### config.mk
export PLATFORM = sky130hd
export DESIGN_NAME = orpe_span
export DESIGN_NICKNAME = d
export VERILOG_FILES = /design/src/rtl/core/orpe_pkg.sv /design/src/rtl/core/orpe_span.sv
export SDC_FILE = /design/constraint.sdc
export NUM_CORES = 1
export LEC_CHECK = 0
export BUFFER_PORTS_ARGS = -buffer_cell sky130_fd_sc_hd__buf_2
export CAP_MARGIN = 20
export CELL_PAD_IN_SITES_DETAIL_PLACEMENT = 1
export CELL_PAD_IN_SITES_GLOBAL_PLACEMENT = 1
export CORE_MARGIN = 8
export CORE_UTILIZATION = 44
export CTS_BUF_LIST = sky130_fd_sc_hd__clkbuf_8
export DETAILED_ROUTE_END_ITERATION = 8
export MAX_ROUTING_LAYER = met4
export PLACE_DENSITY = 0.93
export SLEW_MARGIN = 5
export SYNTH_ARGS = -nofsm -noshare
export SYNTH_HDL_FRONTEND = slang
export SYNTH_SLANG_ARGS = --single-unit
### constraint.sdc
create_clock -name clk -period 7.6 [get_ports clk]
set_clock_uncertainty 0.05 [all_clocks]
set_input_delay 1.14 -clock clk [delete_from_list [all_inputs] [get_ports clk]]
set_output_delay 1.14 -clock clk [all_outputs]
set_load 0.02 [all_outputs]
### src/rtl/core/orpe_pkg.sv
// Shared types and constants of the overlay run-length palette decoder.
// No dependencies; imported by the top level, orpe_convert and orpe_span.
package orpe_pkg;

	localparam int COORD_BITS = 12;
	localparam int CFG_BITS   = 12;

	typedef logic [COORD_BITS-1:0] coord_t;
	typedef logic [CFG_BITS-1:0]   cfg_word_t;

	localparam cfg_word_t MIN_WIDTH        = 12'd128;
	localparam cfg_word_t BT709_MIN_HEIGHT = 12'd600;
	localparam cfg_word_t WIDTH_RESET      = 12'd720;
	localparam cfg_word_t HEIGHT_RESET     = 12'd480;

	localparam logic FUNC_PALETTE = 1'b0;
	localparam logic FUNC_RUN     = 1'b1;

	localparam logic REG_IMAGE_WIDTH  = 1'b0;
	localparam logic REG_IMAGE_HEIGHT = 1'b1;

	// Q16 conversion weights, luma and chroma scale folded in
	localparam logic [17:0] K_LUMA     = 18'd76309;
	localparam logic [17:0] K601_CR_R  = 18'd104597;
	localparam logic [17:0] K601_CB_G  = 18'd25675;
	localparam logic [17:0] K601_CR_G  = 18'd53279;
	localparam logic [17:0] K601_CB_B  = 18'd132201;
	localparam logic [17:0] K709_CR_R  = 18'd117489;
	localparam logic [17:0] K709_CB_G  = 18'd13975;
	localparam logic [17:0] K709_CR_G  = 18'd34925;
	localparam logic [17:0] K709_CB_B  = 18'd138438;

	typedef struct packed {
		logic [7:0] r;
		logic [7:0] g;
		logic [7:0] b;
	} rgb_t;

	typedef struct packed {
		coord_t x;
		coord_t y;
		coord_t len;
		logic   last;
		logic   done;
	} span_t;

endpackage

### src/rtl/core/orpe_span.sv
// Span sequencer: splits a run at row ends and tracks the paint position.
// Depends on orpe_pkg for coord_t and span_t.
module orpe_span import orpe_pkg::*; (
	input  logic   clk,
	input  logic   arst_n,
	input  logic   start,
	input  coord_t run_len,
	input  logic   adv,
	input  coord_t width,
	input  coord_t height,
	output span_t  span
);

	coord_t col_q;
	coord_t row_q;
	coord_t rem_q;

	coord_t                room;
	logic                  take_room;
	logic [COORD_BITS:0]   row_next;
	logic                  fin;
	coord_t                len;

	assign room      = width - col_q;
	assign take_room = rem_q >= room;
	assign row_next  = {1'b0, row_q} + {{COORD_BITS{1'b0}}, 1'b1};
	assign fin       = take_room && (row_next >= {1'b0, height});
	assign len       = take_room ? room : rem_q;

	always_ff @(posedge clk or negedge arst_n) begin
		if (!arst_n) begin
			col_q <= '0;
			row_q <= '0;
			rem_q <= '0;
		end else if (start) begin
			rem_q <= run_len;
			// drop back to the origin if a new size left us outside the image
			if (col_q >= width || row_q >= height) begin
				col_q <= '0;
				row_q <= '0;
			end
		end else if (adv) begin
			rem_q <= rem_q - len;
			if (take_room) begin
				col_q <= '0;
				row_q <= fin ? '0 : row_next[COORD_BITS-1:0];
			end else begin
				col_q <= col_q + len;
			end
		end
	end

	assign span.x    = col_q;
	assign span.y    = row_q;
	assign span.len  = len;
	assign span.last = (rem_q <= room) || fin;
	assign span.done = fin;

endmodule

==> Yosys cells after proc, flatten, opt, wreduce, memory -nomap -nowiden <==
Index checks and enable logic that the tools add are counted.
{ "totals": {"out_inout_bits": 38, "register_bits": 36} }
{ "op_classes": {"muxes": 11, "n_eq_ne": 1, "n_reduce_logical": 7, "n_addsub": 4, "n_lt_le_gt_ge": 5} }
{ "op_table": {"columns": ["operator", "count"], "rows": [
  ["$mux W12", 11],
  ["$ge A12 B12 Y1", 3],
  ["$sub A12 B12 Y12", 2],
  ["$add A12 B1 Y13 const B", 1],
  ["$ge A13 B12 Y1", 1],
  ["$add A12 B12 Y12", 1],
  ["$le A12 B12 Y1", 1],
  ["$reduce_bool A2 Y1", 2],
  ["$reduce_and A3 Y1", 1],
  ["$logic_or A1 B1 Y1", 2],
  ["$ne A2 B1 Y1 const B", 1],
  ["$reduce_and A2 Y1", 1],
  ["$logic_and A1 B1 Y1", 1]
]} }

==> Logic depth before layout (Yosys ltp) <==
{ "logic_depth": {"ltp_word": 7, "mapped_depth": 32} }

==> Worst setup path after synthesis <==
OpenSTA, ideal clock, no wires.
{ "synth_timing": {"path_type": "in2reg", "start": "input width[2]", "end": "register col_q[11]", "arrival_ps": 6614, "cell_stages": 28, "path_slack_ps": 856, "n_path_buf": 3, "required_time_ps": 7469, "setup_time_ps": 81, "cell_sequence": "ha_1 > nor2b_1 > o21ai_0 > a21oi_1 > a211oi_1 > o21bai_1 > a21oi_1 > xnor2_1 > inv_1 > ha_1 > a21o_1 > a21oi_1 > nand2_1 > or3_1 > buf_2 > buf_2 > buf_2 > nand2_1 > o21a_1 > ha_1 > a21o_1 > a21o_1 > a2111oi_0 > or3_1 > nand3_1 > and3_1 > or4_4 > o211ai_2"} }
{ "synth_rtl": {"columns": ["element", "line", "text"], "rows": [
  ["from (decl)", "orpe_span.sv:9", "input coord_t width,"],
  ["to (signal assigned)", "orpe_span.sv:48", "col_q <= col_q + len;"],
  ["to (decl)", "orpe_span.sv:14", "coord_t col_q;"]
]} }

==> Worst setup path in the final report <==
{ "layout_timing": {"start": "input width[0]", "end": "register col_q[11]"} }
{ "layout_via": {"elab_chain_cells": 7} }
{ "layout_lines": {"columns": ["element", "line", "text"], "rows": [
  ["$sub A12 B12 Y12", "orpe_span.sv:24", "assign room = width - col_q;"],
  ["$ge A12 B12 Y1", "orpe_span.sv:25", "assign take_room = rem_q >= room;"],
  ["$mux W12", "orpe_span.sv:28", "assign len = take_room ? room : rem_q;"],
  ["$add A12 B12 Y12", "orpe_span.sv:48", null],
  ["$mux W12", "orpe_span.sv:44", "if (take_room) begin"],
  ["$mux W12", "orpe_span.sv:42", "end else if (adv) begin"],
  ["$mux W12", "orpe_span.sv:35", "end else if (start) begin"]
]} }
Several ways; a longest one is shown, not always the timed one. The select of a mux whose other input is x is not followed.
A chain may end at the register's enable or synchronous reset.

==> results.tsv <==
metric	value	unit
setup violators final	0	
row cnt	36	
setup slack, reg-to-reg	860	ps
DRC	0	
crit-path max FO	6	
worst-skew pair later-pin latency	300	ps
vias	4180	
setup TNS	0	ps
post-CTS setup repair buffer count	0	
number of global-route vias before repair	4623	
Max Fclk	0.138	GHz
Hold Path Sink	row_q[1]	
largest net degree at the start of global routing	37	
Die H	115	um
worst r2r path cells	26	
Clock Sinks	36	
Placer Congestion	0.943	
CP endpoint kind	flop	
Initial Util	0.445	
Async SR Flop Fraction	1.00	
n_diodes	0	
CP startpoint kind	input pin	
synthesized area	0.00427	mm^2
Seq/Total Area, Yosys	0.211	
Netlist cell types	52	
# port buffers	77	
aggregate global routing overflow	0	
Final Slew Violations	0	
cell taking the most area after synthesis	dfrtp_1	
Req. time, crit path	7780	ps
most common cell after layout, fill and taps aside	buf_2	
die area	0.0131	mm^2
number of CTS-inserted buffers	5	
R2R Path End	col_q[11]	
FF+latch count, synth	36	
status	finished, final reports clean	
initial detailed-routing violation count	151	
WL/cell	19.2	um
Synth top area share	0.211	
type of the worst min-delay path	reg -> reg	
crit path kind	in -> reg	
I/O pin total	78	
area delta synth->final	14.1	%
first-pass GRT wire length	22800	um
HPWL after DPL	11200	um
number of detailed-route iterations in the first pass	4	
syn nets	625	
largest cells by area after synthesis	dfrtp_1 (21%), ha_1 (21%), inv_1 (5.8%)	
die extent in x	115	um
nets	700	
area of the multi-input gates	0.00307	mm^2
Reg area	901	um^2
Cells after DPL	711	
CTS tree	done	
dpl cell area	0.00478	mm^2
initial antenna violation count	0	
final hold viol count	0	
Mapped Cells	510	
fill count	1207	
Tmin final	7220	ps
layout cells sized above 1	0.183	
reg2reg start	col_q[2]	
warnings from Yosys	0	
number of buffers on the longest clock path	2	
WHS Path Cells	2	
antenna viol nets, final	0	
CTS clk-pin slew, worst paths	80	ps
routed vias/inst	5.81	
RSZ-0062 raised after global routing	no	
most frequent cells in the layout	buf_2 (77), ha_1 (72), inv_1 (68), nand2_1 (36), dfrtp_1 (36)	
Top FF cell, synth	dfrtp_1	
CORE AREA	0.00959	mm^2
clock root buffer	clkbuf_8	
crit path DAT	7400	ps
non-filler cells, final	719	
max_cap viols	0	
CTS H-Tree Depth	2	
period utilization	0.950	
worst-margin pin slew	1140	ps
slew margin rel.	0.238	
hold path startpoint	row_q[1]	
Final Cell Area	0.00487	mm^2
GR Util All Layers	0.222	
synthesized area per cell	8.38	um^2
drt total wl	13800	um
EDFF count, synth	0	
## registers in the layout, summed over array words and instances (netlist names)
signal,count
col_q,12
rem_q,12
row_q,12
## synth_stat cells (all sizes together), types with 2 or more instances
| master | count |
|---|---|
| a2111oi | 2 |
| a211o | 2 |
| a211oi | 3 |
| a21boi | 2 |
| a21o | 22 |
| a21oi | 27 |
| a31oi | 6 |
| and3 | 8 |
| and4 | 2 |
| buf | 7 |
| clkbuf | 4 |
| dfrtp | 36 |
| fa | 3 |
| ha | 72 |
| inv | 66 |
| mux2 | 15 |
| mux2i | 11 |
| nand2 | 36 |
| nand2b | 6 |
| nand3 | 14 |
| nand3b | 2 |
| nand4 | 9 |
| nor2 | 17 |
| nor2b | 8 |
| nor3 | 12 |
| nor3b | 2 |
| o2111ai | 2 |
| o211ai | 3 |
| o21a | 8 |
| o21ai | 33 |
| o221ai | 5 |
| o22ai | 8 |
| o31ai | 3 |
| or2 | 3 |
| or3 | 5 |
| or4 | 4 |
| xnor2 | 21 |
| xor2 | 15 |
## cells by family after synthesis
| family | share of synthesized area |
|---|---|
| DFF | 0.211 |
| buffers and inverters | 0.0714 |
| xor gates and xnor gates | 0.0738 |
| adders and majority gates | 0.225 |
| and+or+nand+nor | 0.164 |
| AOI/OAI and AO/OA | 0.190 |
| muxes | 0.0653 |
## routing by layer
| layer | GRT usage | wire length [um] |
|---|---|---|
| met1 | 0.245 | 5720 |
| met2 | 0.391 | 7020 |
| met3 | 0.0311 | 573 |
| met4 | 0.0949 | 480 |
| met5 | - | 0 |
## what timing repair did
item / 4_1_cts / 5_1_grt
hold buffers: 0 / 0
endpoints found under the setup margin: 0 / 1
resized for setup: 0 / 1
## worst max-delay path, cell delays in order
cell	delay, ps
buf_2	90
inv_1	50
ha_1	180
fa_1	230
nor2b_1	50
o21ai_0	320
a21oi_1	130
a211oi_1	490
o21bai_1	140
a21oi_1	220
xnor2_1	200
inv_1	80
ha_1	300
a21o_1	170
a21oi_1	210
nand2_1	100
or3_1	430
nand2_1	120
o21a_1	200
ha_1	260
a21o_1	180
a21o_1	220
a2111oi_1	780
or3_1	250
nand3_1	100
and3_1	200
or4_4	490
o211ai_2	80
## layout make-up
cell class	count	share of cell area
flip-flops and latches	36	0.185
clock inverters	2	0.00154
clock buffers	6	0.0169
well taps	133	0.0341
multi-input cells	397	0.630
repair buffers	79	0.0821
inverters	66	0.0508
## metrics by stage
| step | worst slack [ps] | utilization | hold slack, ps |
|---|---|---|---|
| finish | 378 | 0.508 | 563 |
| global route | 73.3 | 0.508 | 586 |
| CTS | 361 | 0.508 | 565 |
| detailed placement | 338 | 0.499 | 550 |
| global placement | 609 | 0.499 | 530 |
| floorplan | 856 | - | 532 |
## worst max path at each step
stage,start,end,slack [ps],cells after the start
finish,width[0],col_q[11],380,28
global route,width[0],col_q[11],70,28
CTS,width[0],col_q[11],360,28
detailed placement,width[0],col_q[11],340,28
global placement,width[2],col_q[11],610,26
floorplan,width[2],col_q[11],860,28
Power is left out: the tool's default activity adds up to more than one toggle a clock period on the data nets, which glitch-free logic cannot reach.
