<file path="src/rtl/core/orpe_pkg.sv">
// Shared types and constants of the overlay run-length palette decoder.
// No dependencies; imported by the top level, orpe_convert and orpe_span.
package orpe_pkg;

	localparam int COORD_BITS = 12;
	localparam int CFG_BITS   = 12;

	typedef logic [COORD_BITS-1:0] coord_t;
	typedef logic [CFG_BITS-1:0]   cfg_word_t;

	localparam cfg_word_t MIN_WIDTH        = 12'd128;
	localparam cfg_word_t BT709_MIN_HEIGHT = 12'd600;
	localparam cfg_word_t WIDTH_RESET      = 12'd720;
	localparam cfg_word_t HEIGHT_RESET     = 12'd480;

	localparam logic FUNC_PALETTE = 1'b0;
	localparam logic FUNC_RUN     = 1'b1;

	localparam logic REG_IMAGE_WIDTH  = 1'b0;
	localparam logic REG_IMAGE_HEIGHT = 1'b1;

	// Q16 conversion weights, luma and chroma scale folded in
	localparam logic [17:0] K_LUMA     = 18'd76309;
	localparam logic [17:0] K601_CR_R  = 18'd104597;
	localparam logic [17:0] K601_CB_G  = 18'd25675;
	localparam logic [17:0] K601_CR_G  = 18'd53279;
	localparam logic [17:0] K601_CB_B  = 18'd132201;
	localparam logic [17:0] K709_CR_R  = 18'd117489;
	localparam logic [17:0] K709_CB_G  = 18'd13975;
	localparam logic [17:0] K709_CR_G  = 18'd34925;
	localparam logic [17:0] K709_CB_B  = 18'd138438;

	typedef struct packed {
		logic [7:0] r;
		logic [7:0] g;
		logic [7:0] b;
	} rgb_t;

	typedef struct packed {
		coord_t x;
		coord_t y;
		coord_t len;
		logic   last;
		logic   done;
	} span_t;

endpackage

</file>
<file path="src/rtl/core/orpe_convert.sv">
// Palette entry converter: Y/Cb/Cr to clamped RGB over one shared multiplier.
// Depends on orpe_pkg for weights and the rgb_t type.
module orpe_convert import orpe_pkg::*; (
	input  logic       clk,
	input  logic       arst_n,
	input  logic       start,
	input  logic       bt709,
	input  logic [7:0] luma,
	input  logic [7:0] chroma_blue,
	input  logic [7:0] chroma_red,
	output logic       done,
	output rgb_t       rgb
);

	localparam logic [2:0] STEP_LAST = 3'd5;

	logic               busy_q;
	logic               done_q;
	logic [2:0]         step_q;
	logic               bt709_q;
	logic signed [8:0]  ym_q;
	logic signed [8:0]  cb_q;
	logic signed [8:0]  cr_q;
	logic signed [27:0] prod_q;
	logic signed [27:0] sy_q;
	logic signed [29:0] gacc_q;
	rgb_t               rgb_q;

	logic [17:0]        coef;
	logic signed [8:0]  op;
	logic signed [18:0] coef_s;
	logic signed [27:0] product;
	logic signed [29:0] sum_add;
	logic signed [29:0] sum_sub;
	logic signed [29:0] sum_g;

	function automatic logic [7:0] clamp_q16(input logic signed [29:0] acc);
		logic [7:0] v;
		if (acc <= 30'sd0) begin
			v = '0;
		end else if (|acc[28:24]) begin
			v = 8'hFF;
		end else begin
			v = acc[23:16];
		end
		return v;
	endfunction

	// Product order: luma, Cr->R, Cb->G, Cr->G, Cb->B
	always_comb begin
		case (step_q)
			3'd0: begin
				coef = K_LUMA;
				op   = ym_q;
			end
			3'd1: begin
				coef = bt709_q ? K709_CR_R : K601_CR_R;
				op   = cr_q;
			end
			3'd2: begin
				coef = bt709_q ? K709_CB_G : K601_CB_G;
				op   = cb_q;
			end
			3'd3: begin
				coef = bt709_q ? K709_CR_G : K601_CR_G;
				op   = cr_q;
			end
			3'd4: begin
				coef = bt709_q ? K709_CB_B : K601_CB_B;
				op   = cb_q;
			end
			default: begin
				coef = '0;
				op   = '0;
			end
		endcase
	end

	assign coef_s  = $signed({1'b0, coef});
	assign product = coef_s * op;
	assign sum_add = 30'(sy_q) + 30'(prod_q);
	assign sum_sub = 30'(sy_q) - 30'(prod_q);
	assign sum_g   = gacc_q - 30'(prod_q);

	always_ff @(posedge clk or negedge arst_n) begin
		if (!arst_n) begin
			busy_q <= 1'b0;
			done_q <= 1'b0;
			step_q <= '0;
		end else begin
			done_q <= 1'b0;
			if (start) begin
				busy_q <= 1'b1;
				step_q <= '0;
			end else if (busy_q) begin
				if (step_q == STEP_LAST) begin
					busy_q <= 1'b0;
					done_q <= 1'b1;
				end else begin
					step_q <= step_q + 3'd1;
				end
			end
		end
	end

	always_ff @(posedge clk) begin
		if (start) begin
			bt709_q <= bt709;
			ym_q    <= $signed({1'b0, luma}) - 9'sd16;
			cb_q    <= $signed({1'b0, chroma_blue}) - 9'sd128;
			cr_q    <= $signed({1'b0, chroma_red}) - 9'sd128;
		end else if (busy_q) begin
			prod_q <= product;
			case (step_q)
				3'd1: sy_q <= prod_q;
				3'd2: rgb_q.r <= clamp_q16(sum_add);
				3'd3: gacc_q <= sum_sub;
				3'd4: rgb_q.g <= clamp_q16(sum_g);
				3'd5: rgb_q.b <= clamp_q16(sum_add);
				default: ;
			endcase
		end
	end

	assign done = done_q;
	assign rgb  = rgb_q;

endmodule

</file>
<file path="config.mk">
export PLATFORM = sky130hd
export DESIGN_NAME = orpe_convert
export DESIGN_NICKNAME = d
export VERILOG_FILES = /design/src/rtl/core/orpe_pkg.sv /design/src/rtl/core/orpe_convert.sv
export SDC_FILE = /design/constraint.sdc
export NUM_CORES = 1
export LEC_CHECK = 0
export BUFFER_PORTS_ARGS = -buffer_cell sky130_fd_sc_hd__buf_2
export CORE_MARGIN = 1
export CORE_UTILIZATION = 65
export CTS_CLUSTER_SIZE = 20
export DETAILED_ROUTE_END_ITERATION = 16
export PLACE_DENSITY = 0.81
export SETUP_SLACK_MARGIN = 0.05
export SLEW_MARGIN = 0
export SYNTH_ARGS = -nofsm -noshare
export SYNTH_HDL_FRONTEND = slang
export SYNTH_SLANG_ARGS = --single-unit
</file>
<file path="constraint.sdc">
create_clock -name clk -period 10.1 [get_ports clk]
set_input_delay 2.525 -clock clk [delete_from_list [all_inputs] [get_ports clk]]
set_output_delay 2.525 -clock clk [all_outputs]
set_load 0.02 [all_outputs]
</file>
======== Word-level counts from Yosys, hierarchy flattened ========
Cells that the tools add are included.
storage, ports and cells
  output and inout port bits .............. 25
  logic and storage cells ................. 61
  register bits ........................... 143
  input port bits ......................... 28
operators by class
  bitwise logic cells ..................... 1
  muxes and demuxes ....................... 18
  multipliers ............................. 1
  add/subtract/negate cells ............... 7
  eq/ne operators ......................... 6
  order comparisons ....................... 2
  reductions and logical operators ........ 13
operators with widths
  cell                 count
  $pmux 18 s5          1
  $mux 15              3
  $le 30x1->1 const B  1
  $sub 30x28->30       1
  $add 28x28->29       1
  $le 29x1->1 const B  1
  $sub 28x28->29       1
  $mul 19x9->28        1
  $pmux 9 s3           1
  $mux 8               3
  $sub 8x8->9 const B  2
  $reduce_and 3->1     5
  $mux 13              1
  $reduce_or 5->1      2
  $mux 3               3
  $sub 8x5->9 const B  1
  $eq 3x2->1 const B   2
  $eq 3x3->1 const B   2
  $mux 1               6
  $reduce_and 2->1     2
  $reduce_or 2->1      2
  $add 3x1->3 const B  1
  $eq 3x1->1 const B   1
  $logic_not 3->1      1
  other kinds (3)      3

======== Depth between registers and ports, before layout ========
  depth in word-level cells ............... 4
  depth in mapped cells ................... 30

======== Worst setup path before layout ========
No wires, ideal clock.
  path type ............................... register -> register
  start ................................... register step_q[0]
  end ..................................... register prod_q[20] (data pin)
  arrival ................................. 6.558 ns
  data required time ...................... 9.842 ns
  path buffers ............................ 3
  stages on the path, launching flop included .. 29
  slack ................................... 3.284 ns
  clock period less this slack ............ 6.816 ns
  setup time .............................. 0.258 ns
  path through ............................ dfrtp_1 inv_1 ha_1 clkbuf_1 nand2_1 nand2_1 clkbuf_1 a22oi_1 and2_1 clkbuf_1 nor2_1 fa_1 inv_1 fa_1 inv_1 fa_1 fa_1 inv_1 fa_1 inv_1 ha_1 inv_1 o21ai_0 a2111oi_2 o31ai_1 a211o_1 a31o_2 a21oi_1 xnor2_1
on the way
  word-level cells in the longest chain between the ends .. 4
  elaborated cells between the ends (all ways) .. 10
  those cells by class .................... mul (1); eq/ne (4); mux (2); reduce/logical (3)
ends and longest elaborated chain
  item                                      RTL line             text
  start: declaration                        orpe_convert.sv:19   logic [2:0] step_q;
  start signal: assignment                  orpe_convert.sv:100  step_q <= step_q + 3'd1;
  $eq 3x3->1, or another cell as far along  orpe_convert.sv:51   case (step_q)
  $reduce_or 2->1 (no source line)          --
  $pmux 9 s3                                orpe_convert.sv:51
  $mul 19x9->28 (*)                         orpe_convert.sv:80   assign product = coef_s * op;
  via product[20]                           orpe_convert.sv:32   logic signed [27:0] product;
  end signal: assignment                    orpe_convert.sv:113  prod_q <= product;
  end: declaration                          orpe_convert.sv:24   logic signed [27:0] prod_q;
The timed path passes the listed nets; every way through them passes the cells marked *.
A chain may end at the register's enable or synchronous reset.

======== Final worst setup path ========
  start ................................... register step_q[2]
  end ..................................... register prod_q[26] (data pin)
Same word-level chain as after synthesis.

==> reports/qor.yml <==
antenna_cells: 0
clk_path_buf_depth: 2
vias: 10460
worst_ep_arrival_time_ps: 8090
ys.flop_type: "edfxtp_1"
wire_per_inst_um: 18.44
tightest_slew_ps: 1093
synth_area_um2: 13810
post_dp_cell_area_um2: 14320
path_max_fanout: 17
multi_input_area_um2: 8758
hold_violations: 0
post-dp-hpwl_um: 25870
worstSkewPairLatency_ps: 440
layout.cells.most_common_list: "inv_1, ha_1, nor2_1"
worstSetupStartpointType: "register"
final_common_cell: "inv_1"
hold-path-cell-count: 0
cts.repair.resized: 0
cts_tree: "built"
cts_buffers: 17
fp.coreArea_um2: 20560
cap_violations: 0
grt_util_all_layers_pct: 31.75
min_period_ps: 7909
worst_slack_ps: 2191
whs_ps: 493.3
viasPerCell: 5.957
synth_compound_area_share_pct: 13.61
min_path_type: "register to register"
postCtsSetupRepairBufs: 0
ys_warn_count: 0
dieHeight_um: 147.8
yosys.area_share.simple_pct: 14.14
synthAdderAreaFrac_pct: 31.23
floorplan.rows: 52
syn_nets: 1739
skew_ps: 11.88
end_kind: "register"
muxShareOfSynthArea_pct: 0.2899
path_clk_slew_ps: 60
start_util_pct: 67.18
die_w_um: 147.8
rr_worst_depth: 23
crit_type: "register to register"
crit_required_ps: 10280
relSlewSlack_pct: 27.16
pre_cts_ws_ps: 2354
gp_congestion: 1.013
boundaryPins: 53
yosysSeqAreaShare_pct: 30.26
setup_tns_ps: 0
synthXorXnorAreaFrac_pct: 4.122
ys_types: 77
fillers: 1488
wirelength_um: 32390
final_max_slew_viol_count: 0
synthCells: 1431
syn2layout_area_growth_pct: 7.664
drive_above_1_share_pct: 8.277
synth.avg_cell_area_um2: 9.652
synth_top_family_by_area: "adder cells"
synth_edf_count: 135
drtAntennaViolNets: 0
ys_ff_latch: 140
final_nets: 1781
die-area_um2: 21840
post-route-drc-count: 0
cts_hold_buf: 0
h-tree-depth: 4
async_flop_share_pct: 3.571
status: "complete, no violations"
setup_violations: 0
fin_area_um2: 14870
dr.pass1.iters: 6
antenna_found_initial: 0
ff_latch_area_um2: 4179
drt-initial-drc-count: 816
grt_pass1_wl_um: 52900
period_share_pct: 78.30
grt_pass1_vias: 10530
grt_max_degree: 32
port_buffers: 52
cts_sinks: 140
max_freq_mhz: 126.4
gr-total-overflow: 0
root_buffer: "clkbuf_16"
grt_setup_unrepaired: "no"
state kept, by name, indices dropped and copies added (netlist names):
| name | cells |
|---|---|
| done | 1 |
| cb_q | 8 |
| prod_q | 28 |
| sy_q | 28 |
| rgb | 24 |
| cr_q | 8 |
| busy_q | 1 |
| ym_q | 9 |
| gacc_q | 29 |
| bt709_q | 1 |
| step_q | 3 |
cells in the mapped netlist (3+ instances only):
master | number | share of area [%]
nand2_1 | 131 | 3.6
clkbuf_1 | 31 | 0.84
o21ai_1 | 5 | 0.18
or2_2 | 8 | 0.36
xnor2_1 | 49 | 3.1
and3_1 | 10 | 0.45
edfxtp_1 | 135 | 29
a21oi_1 | 105 | 3.8
o21bai_1 | 9 | 0.49
nor2b_1 | 20 | 0.91
nor3_1 | 24 | 0.87
xor2_1 | 16 | 1.0
and2_1 | 13 | 0.59
a31oi_1 | 11 | 0.50
a21o_1 | 26 | 1.4
a211o_1 | 4 | 0.25
a41oi_1 | 3 | 0.19
nor2_1 | 154 | 4.2
o21a_1 | 13 | 0.71
or4_4 | 3 | 0.24
o211ai_1 | 8 | 0.43
nand3_1 | 16 | 0.58
nand4_1 | 10 | 0.45
ha_1 | 172 | 16
a31o_2 | 3 | 0.19
a22oi_1 | 9 | 0.49
o31ai_1 | 9 | 0.49
a2111oi_0 | 4 | 0.25
nand2b_1 | 17 | 0.77
nor4_1 | 5 | 0.23
dfrtp_1 | 5 | 0.91
fa_1 | 108 | 16
inv_1 | 193 | 5.2
a211oi_1 | 6 | 0.33
o21ai_0 | 40 | 1.4
worst paths after layout:
kind / startpoint / endpoint / slack (ps)
max reg2reg: step_q[2]$_DFFE_PN0P_ / prod_q[26]$_DFFE_PP_ / 2190
min in group asynchronous: arst_n / step_q[0]$_DFFE_PN0P_ / 1890
max: step_q[2]$_DFFE_PN0P_ / prod_q[26]$_DFFE_PP_ / 2190
max in group asynchronous: arst_n / step_q[2]$_DFFE_PN0P_ / 8080
min: prod_q[14]$_DFFE_PP_ / sy_q[14]$_DFFE_PP_ / 490
min reg2reg: prod_q[14]$_DFFE_PP_ / sy_q[14]$_DFFE_PP_ / 490
cells by family (layout without fill, tap and decap cells):
family          count (synthesis)  count (layout)
buf+inv                       230             285
flops                         140             140
mux                             3               3
compound gates                287             287
xor+xnor                       65              65
simple gates                  426             426
fa+ha+maj                     280             280
through the flow:
step           util (%)  cells
2_1_floorplan         -   1431
3_3_place_gp      69.65   1724
3_5_place_dp      69.65   1724
4_1_cts           72.33   1756
5_1_grt           72.33   1756
6_report          72.33   1756
critical path, cell delays in order, from the launching register on:
cell	delay, ps
dfrtp_1	520
inv_1	190
ha_1	370
nand2b_1	360
buf_4	290
nor3_1	760
nand2_1	160
fa_1	510
fa_1	550
inv_1	60
fa_1	520
fa_1	550
inv_1	50
fa_1	530
inv_1	50
ha_1	310
inv_1	60
o21ai_0	270
a2111oi_2	140
o31ai_1	560
a21boi_0	310
o31ai_1	290
a21oi_1	110
xnor2_1	130
metal layers:
| layer | wire length, um | up-vias | GRT usage, % | share of wire, % |
|---|---|---|---|---|
| met2 | 16100 | 389 | 56.44 | 50 |
| li1 | - | 4983 | - | - |
| met3 | 1723 | 112 | 4.969 | 5.3 |
| met5 | 0 | - | 0 | 0 |
| met4 | 1449 | 0 | 14.38 | 4.5 |
| met1 | 13110 | 4977 | 37.92 | 40 |
area by class of cell:
class | instances | area share, %
multi-input combinational | 1061 | 58.90
sequential | 140 | 28.10
inverter | 193 | 4.872
clock buffer | 19 | 2.911
tap | 270 | 2.272
timing repair buffer | 60 | 2.154
clock inverter | 13 | 0.7909
Power is not shown: default switching activity piles up to over one toggle a cycle in this logic, so the estimate is an artifact.
